==> config.mk <==
export PLATFORM = sky130hd
export DESIGN_NAME = bxf_col_cell
export DESIGN_NICKNAME = d
export VERILOG_FILES = /design/src/rtl/bxf_pkg.sv /design/src/rtl/bxf_col_cell.sv
export SDC_FILE = /design/constraint.sdc
export NUM_CORES = 1
export LEC_CHECK = 0
export BUFFER_PORTS_ARGS = -buffer_cell sky130_fd_sc_hd__buf_2
export CAP_MARGIN = 10
export CORE_UTILIZATION = 45
export CTS_CLUSTER_SIZE = 20
export DETAILED_ROUTE_END_ITERATION = 10
export GPL_TIMING_DRIVEN = 0
export PLACE_DENSITY = 0.81
export SETUP_SLACK_MARGIN = 0.5
export SYNTH_ARGS = -nofsm -noshare
export SYNTH_HDL_FRONTEND = slang
export SYNTH_SLANG_ARGS = --single-unit
==> constraint.sdc <==
create_clock -name clk -period 3.34 [get_ports clk]
set_input_delay 0.668 -clock clk [delete_from_list [all_inputs] [get_ports clk]]
set_output_delay 0.668 -clock clk [all_outputs]
set_load 0.02 [all_outputs]
==> src/rtl/bxf_pkg.sv <==
// Shared types and constants for the 3x3 box filter stream.
// No dependencies; all rtl/ files but bxf_in_if and bxf_ram use it.
`timescale 1ns / 1ps

package bxf_pkg;

  // Configuration port layout.
  localparam int CFG_IDX_W  = 4;
  localparam int CFG_DATA_W = 16;

  localparam logic [CFG_IDX_W-1:0] REG_ROW_WIDTH  = 4'd0;
  localparam logic [CFG_IDX_W-1:0] REG_IMAGE_ROWS = 4'd1;

  localparam int ROW_WIDTH_W  = 11;
  localparam int IMAGE_ROWS_W = 16;
  localparam int ROW_WIDTH_RST  = 16;
  localparam int IMAGE_ROWS_RST = 16;
  localparam int MIN_DIM        = 3;

  // Pixel index modulo 32.
  localparam int INDEX_W = 5;

  // Reciprocal of 9 with 24 fraction bits, round(2^24 / 9).
  localparam int                 RECIP_W     = 21;
  localparam int                 RECIP_SHIFT = 24;
  localparam logic [RECIP_W-1:0] RECIP9      = 21'd1864135;

  // Control handed from the pipeline to each window column cell.
  typedef struct packed {
    logic clear;
    logic shift;
  } cell_ctl_t;

endpackage

==> src/rtl/bxf_col_cell.sv <==
// One window column cell: holds a three-sample column and its sum.
// Depends on bxf_pkg (cell_ctl_t).
`timescale 1ns / 1ps

module bxf_col_cell #(
  parameter int SAMPLE_BITS = 16
) (
  input  logic                            clk,
  input  logic                            rst_n,
  input  bxf_pkg::cell_ctl_t              ctl,
  input  logic signed [SAMPLE_BITS-1:0]   col_in  [3],
  output logic signed [SAMPLE_BITS-1:0]   col_out [3],
  output logic signed [SAMPLE_BITS+1:0]   sum_in,
  output logic signed [SAMPLE_BITS+1:0]   sum_out
);

  localparam int SUM_W = SAMPLE_BITS + 2;

  logic signed [SAMPLE_BITS-1:0] col_r [3];
  logic signed [SUM_W-1:0]       sum_r;
  logic signed [SUM_W-1:0]       sum_nxt;

  // Sum of the column entering the cell.
  assign sum_nxt = SUM_W'(col_in[0]) + SUM_W'(col_in[1]) + SUM_W'(col_in[2]);

  always_ff @(posedge clk) begin
    if (!rst_n || ctl.clear) begin
      for (int i = 0; i < 3; i++) begin
        col_r[i] <= '0;
      end
      sum_r <= '0;
    end else if (ctl.shift) begin
      for (int i = 0; i < 3; i++) begin
        col_r[i] <= col_in[i];
      end
      sum_r <= sum_nxt;
    end
  end

  assign col_out = col_r;
  assign sum_in  = sum_nxt;
  assign sum_out = sum_r;

endmodule

After elaboration in Yosys (flattened, before gate mapping)
Index checks and enable logic that the tools add are counted.
Widths: inputs -> output; s select.
{"block": "totals", "ff_bits": 66, "output_inout_bits": 84}
{"block": "classes", "addsub": 2, "n_reduce_logical": 2}
{"cell": "$add 17x16->18", "count": 1}
{"cell": "$add 16x16->17", "count": 1}
{"cell": "$logic_not 1->1", "count": 1}
{"cell": "$logic_or 1x1->1", "count": 1}

Depth between registers and ports, before layout
Gate-level depths: netlist (run 1).
{"block": "logic_depth", "depth_word": 2, "ltp_mapped": 10}

Worst setup path before layout (run 1)
No wires, ideal clock.
{"block": "synth_path", "path_type": "in2out", "startpoint": "input port col_in[1] in the netlist's numbering", "endpoint": "output port sum_in[11]", "t_arrival_ns": 2.890, "setup_slack_ns": -0.218, "stages": 8, "path_buffers": 0, "path_cell_list": "fa_1 > ha_1 > fa_1 > a21o_1 > a21oi_2 > o221a_2 > o21ai_0 > xor2_1"}
{"block": "synth_via", "elab_chain_cells": 1}
{"item": "start: declaration", "line_no": "bxf_col_cell.sv:11", "text": "input logic signed [SAMPLE_BITS-1:0] col_in [3],"}
{"item": "$add 17x16->18", "line_no": "bxf_col_cell.sv:24", "text": "assign sum_nxt = SUM_W'(col_in[0]) + SUM_W'(col_in[1]) + SUM_W'(col_in[2]);"}
{"item": "end: declaration", "line_no": "bxf_col_cell.sv:13", "text": "output logic signed [SAMPLE_BITS+1:0] sum_in,"}
Every way passes these cells.

Final worst setup path (run 1)
Ends and elaborated chain as after synthesis.

==> run metrics, run 1 <==
status complete, but fails checks; failing checks setup timing; relative slew slack 0.515; fin nets 646; M2 GR Usage 0.483; core footprint 0.00785 mm2; fin util 0.718; largest area contributor in the netlist dfxtp_1; max incr delay on CP 0.49 ns; Mapped Cells 382; width of the die 92.8 um; number of synthesized flops with an enable pin 0; Clock Power Share 0.226; DRT Pass-1 Iters 5; all-layer global routing usage 0.288; synthesized area 0.00371 mm2; minimum clock period 3.61 ns; number of synthesized register bits 66; Area contributors post-synth dfxtp_1, mux2i_1, fa_1; cts hold-fix bufs 0; Max Fclk 277 MHz; hpwl dp 8310 um; fin crit share 1.08; largest net degree at the start of global routing 13; Switch Pwr 1.26 mW; ys async rst share 0; Hold WC Path Type reg2reg; final setup violation count 11; Final GP Congestion 0.831; routed wire length 13900 um; crit path max fanout 3; final hold violations 0; die extent in y 92.8 um; CTS buffer count 9; Peak supply drop 0.292 mV; Reg power frac 0.265; met3 Use GR 0.0731; Root Driver clkbuf_8; leakage 2.66 nW; first-pass GRT wire length 19000 um; Syn Nets 467; Syn. warnings 0; Data arrival, critical path 2.94 ns; initial antenna violation count 0; Commonest cells post-synth dfxtp_1, nor2_1, mux2i_1, nand2_1, fa_1; WP data required 2.67 ns; Worst setup EP type primary output; Synth top area share 0.356; syn avg cell area 9.71 um2; TritonCTS clock tree yes; Primary FF master, synth dfxtp_1; Setup WS pre-CTS -0.370 ns; sequential share of the synthesized area 0.356; WL/cell 20.8 um; Synth cell types 48; Slowest-stage cell, CP fa_1; RSZ-0062 raised after global routing true; drt first-iter violations 338; met1 GRT Util 0.331; Starting Density 0.473; Worst-path clk slew 0.07 ns; Switching Share 0.395; cell internal pwr 1.93 mW; clk buf depth 2; share of cells above drive strength 1 0.470; Final Skew 0 ns; grt total ovfl 0; Ant. Diodes 0; I/O pin cnt 136; vias in the first global route 3775; Fillers 534; MaxCap Viol Count 0; total power 3.19 mW; Final WS setup -0.269 ns; Area Growth Syn to Fin 52.0%; startpoint types primary input; worst-path cell chain buf_8 -> fa_1 -> ha_2 -> fa_2 -> a21o_4 -> a21oi_4 -> o221a_4 -> o21ai_4 -> xor2_2 -> buf_6; vias post-DR 3901; busiest grt layer met2; DRC 0; Worst-Skew Late Latency 0.36 ns; Slew @ Worst Pin 0.727 ns; final hold slack 0.488 ns; Crit Path Class in2out; via-per-instance ratio 5.84; Die Area 0.00861 mm2; total number of H-tree levels 3; port buffer count 135; row count 32; Comb pwr share 0.509; max-slew violation count 0; Post-DRT Antenna Nets 0; Power Dens Cells 567 mW/mm2; clock sinks 66
[cell usage in the layout, fill, tap and decap left out, types with 10 or more instances in the layout]
master,Yosys,final
clkbuf_8,0,10
a21oi_4,2,11
dfxtp_1,66,66
fa_1,17,15
nand2_1,21,15
nor2_1,66,63
mux2i_1,56,56
buf_6,4,22
buf_4,0,37
buf_2,10,119
[stage by stage]
step           instance area (um2)  cells  setup TNS (ns)
2_1_floorplan                 3870    382               0
4_1_cts                       5330    652           -1.39
6_report                      5640    668           -1.93
3_3_place_gp                  4680    619           -2.40
3_5_place_dp                  4680    619           -2.58
5_1_grt                       5640    668           -2.67
[worst max-delay path, delay by kind of cell]
| family | cells | cell delay (ns) |
|---|---|---|
| XOR/XNOR | 1 | 0.21 |
| buffers and inverters | 2 | 0.24 |
| adder cells (fa/ha/maj) | 3 | 1.04 |
| AO/OA/AOI/OAI | 4 | 0.78 |
[layer usage]
metal | routed length, um | part of all wire | up-vias
met5 | 0 | 0 | -
met3 | 1070 | 0.077 | 68
li1 | - | - | 1690
met1 | 5290 | 0.38 | 1887
met4 | 770 | 0.056 | 0
met2 | 6730 | 0.49 | 256
[flip-flops by register name, summed over array words and instances (netlist names)]
| name | cells |
|---|---|
| sum_out | 18 |
| col_out | 48 |
[kinds of logic after synthesis]
logic type	Yosys count	share of synthesized area
and+or+nand+nor	124	0.150
DFF	66	0.356
AOI/OAI and AO/OA	59	0.122
muxes	56	0.151
adders and majority gates	33	0.146
buffers and inverters	30	0.0418
xor gates and xnor gates	14	0.0331
[final cells by class]
class	count	area (um2)	share of cell area
clock inverters	5	62.6	0.0111
inverters	7	26.3	0.00466
well taps	102	128	0.0226
multi-input cells	286	2750	0.488
clock buffers	11	141	0.0251
repair buffers	168	1060	0.189
plain buffers	23	144	0.0255
flip-flops and latches	66	1320	0.234
[power groups by stage]
stage	clock (mW)	combinational (mW)	sequential [mW]
4_1_cts	0.711	1.37	0.844
2_1_floorplan	0	0.751	0.909
6_report	0.721	1.63	0.846
3_5_place_dp	0	1.11	0.862
3_3_place_gp	0	1.08	0.860
5_1_grt	0.759	1.70	0.850
[final timing paths]
check                      to  slack, ns         from  cells past startpoint
hold reg to reg    sum_out[0]       0.49   sum_out[0]                      2
setup / recovery   sum_in[11]      -0.27    col_in[1]                     10
hold / removal     sum_out[0]       0.49   sum_out[0]                      2
setup reg to reg  sum_out[13]       2.36  sum_out[13]                      3
[repair_timing]
item                                    4_1_cts  5_1_grt
endpoints found under the setup margin       16       16
buffers inserted                             17       16
cloned                                        0        0
resized for setup                            70       40
pin swaps                                    33       26
Power figures use the tool's default switching activity.
==> run 2, diff against run 1 <==
--- a/config.mk
+++ b/config.mk
@@ -7,6 +7,7 @@
 export LEC_CHECK = 0
 export BUFFER_PORTS_ARGS = -buffer_cell sky130_fd_sc_hd__buf_2
 export CAP_MARGIN = 10
+export CORE_ASPECT_RATIO = 1.25
 export CORE_UTILIZATION = 45
 export CTS_CLUSTER_SIZE = 20
 export DETAILED_ROUTE_END_ITERATION = 10
==> run metrics, run 2 (synthesis gave the netlist of run 1 again) <==
WL/cell 17.9 um (-14%); status complete, but fails checks; reg2reg start sum_out[11]; fin crit share 1.06 (-0.0177); worst path buffer plus inverter count 3 (+1); Post-DRT Antenna Nets 0 (unchanged); share of cells above drive strength 1 0.451 (-0.0187); Hold WC Path Type reg2reg; max incr delay on CP 0.52 ns (+0.03 ns); max FFs per register 48 (unchanged); DRT Pass-1 Iters 5 (unchanged); largest net degree at the start of global routing 12 (-1); first-pass GRT wire length 17600 um (-7.2%); hpwl dp 8140 um (-2.0%); total power 3.27 mW (+2.4%); commonest non-fill, non-tap cells in the layout buf_2, dfxtp_1, nor2_1, mux2i_1, buf_4; core footprint 0.00788 mm2 (+0.45%); R2R setup slack 2.41 ns (+0.05 ns); final hold violations 0 (unchanged); Final Skew 0 ns (unchanged); Worst-Skew Late Latency 0.36 ns (about the same); CTS buffer count 9 (unchanged); relative slew slack 0.540 (+0.0251); via-per-instance ratio 5.53 (-5.3%); total number of H-tree levels 3 (unchanged); crit path max fanout 10 (+7); Setup WS pre-CTS -0.409 ns (-0.0389 ns); all-layer global routing usage 0.268 (-0.0200); RSZ-0062 raised after global routing true; cts hold-fix bufs 0 (unchanged); Root Driver clkbuf_8; fin nets 634 (-1.9%); Slowest-stage cell, CP fa_1; clock sinks 66 (unchanged); DRC 0 (unchanged); initial antenna violation count 0 (unchanged); Die Area 0.00861 mm2 (about the same); Crit path max-delay family adder cells; die extent in y 103 um (+12%); port buffer count 135 (unchanged); Critical Path Source col_in[12]; minimum clock period 3.55 ns (-0.0591 ns); drt first-iter violations 188 (-44%); I/O pin cnt 136 (unchanged); MaxCap Viol Count 0 (unchanged); hold path start sum_out[0]; vias in the first global route 3612 (-4.3%); Starting Density 0.470 (-0.00210); failing checks setup timing; fin util 0.697 (-0.0213); Worst-path clk slew 0.07 ns (about the same); grt total ovfl 0 (unchanged); final setup violation count 10 (-1); Ant. Diodes 0 (unchanged); WP data required 2.67 ns (about the same); Slew @ Worst Pin 0.690 ns (-0.0377 ns); worst-path cell chain buf_2 -> fa_1 -> ha_1 -> buf_6 -> a21oi_2 -> nor2_1 -> a311o_1 -> nor2_2 -> xnor2_2 -> buf_4; row count 36 (+13%); Max Fclk 282 MHz (+1.7%); routed wire length 11600 um (-16%); Peak supply drop 0.450 mV (+54%); Worst setup EP type primary output; Final WS setup -0.210 ns (+0.0591 ns); Crit Path Class in2out; Final GP Congestion 0.896 (+7.8%); leakage 2.61 nW (-1.5%); TritonCTS clock tree yes; width of the die 83.2 um (-10%); Power Dens Cells 595 mW/mm2 (+5.0%); commonest non-fill, non-tap cell in the layout buf_2; vias post-DR 3589 (-8.0%); Data arrival, critical path 2.88 ns (-0.06 ns); clk buf depth 2 (unchanged); Area Growth Syn to Fin 48.2%; startpoint types primary input; max-slew violation count 0 (unchanged)
==> run 2: cell types whose count changed in the layout (fill, tap and decap cells not counted), moves of 3 or more <==
cell	change
buf_6	-5
buf_2	+4
bufinv_16	+3
a21oi_4	-4
buf_4	-8
==> run 2: worst paths after layout <==
path | end | cells after the start
setup / recovery | sum_in[15] | 10
hold / removal | sum_out[0] | 2
setup reg to reg | sum_out[11] | 3
hold reg to reg | sum_out[0] | 2
==> run 2: layout make-up <==
class / count / area [um2]
inverters: 7 / 26.3
multi-input cells: 286 / 2670
plain buffers: 23 / 138
well taps: 95 / 119
clock inverters: 4 / 120
flip-flops and latches: 66 / 1320
clock buffers: 12 / 165
repair buffers: 156 / 936
fillers: 582 / 2390
==> run 2: per-layer routing <==
metal,wire length (um),vias up,track usage
met1,4480,1722,0.294
met3,691,39,0.0611
met2,5940,161,0.469
met5,0,-,0
li1,-,1667,-
met4,532,0,0.182
==> run 2: tightest hold or removal path, cell delays in order, from the launching register on <==
cell and delay [ns]:
dfxtp_1 0.31, nor2_1 0.08, a211oi_1 0.05
==> run 2: power breakdown <==
| group | internal, mW | leakage (nW) | switching, mW |
|---|---|---|---|
| clock network | 0.633 | 0.143 | 0.326 |
| registers | 0.826 | 0.538 | 0.0189 |
| logic | 0.658 | 1.93 | 0.810 |
==> run 2: stage by stage <==
step / TNS [ns] / cell area, um2 / instances / hold WS (ns)
global route: -1.99 / 5500 / 649 / 0.509
global placement: -2.59 / 4670 / 612 / 0.462
floorplan: 0 / 3870 / 382 / 0.548
detailed placement: -2.70 / 4670 / 612 / 0.468
CTS: -1.48 / 5400 / 643 / 0.478
finish: -1.43 / 5500 / 649 / 0.476
==> run 2: repair_timing <==
item                       CTS  global route
setup buffers               15             6
setup endpoints to repair   16            15
pin swaps                   24            16
resized for setup           71            11
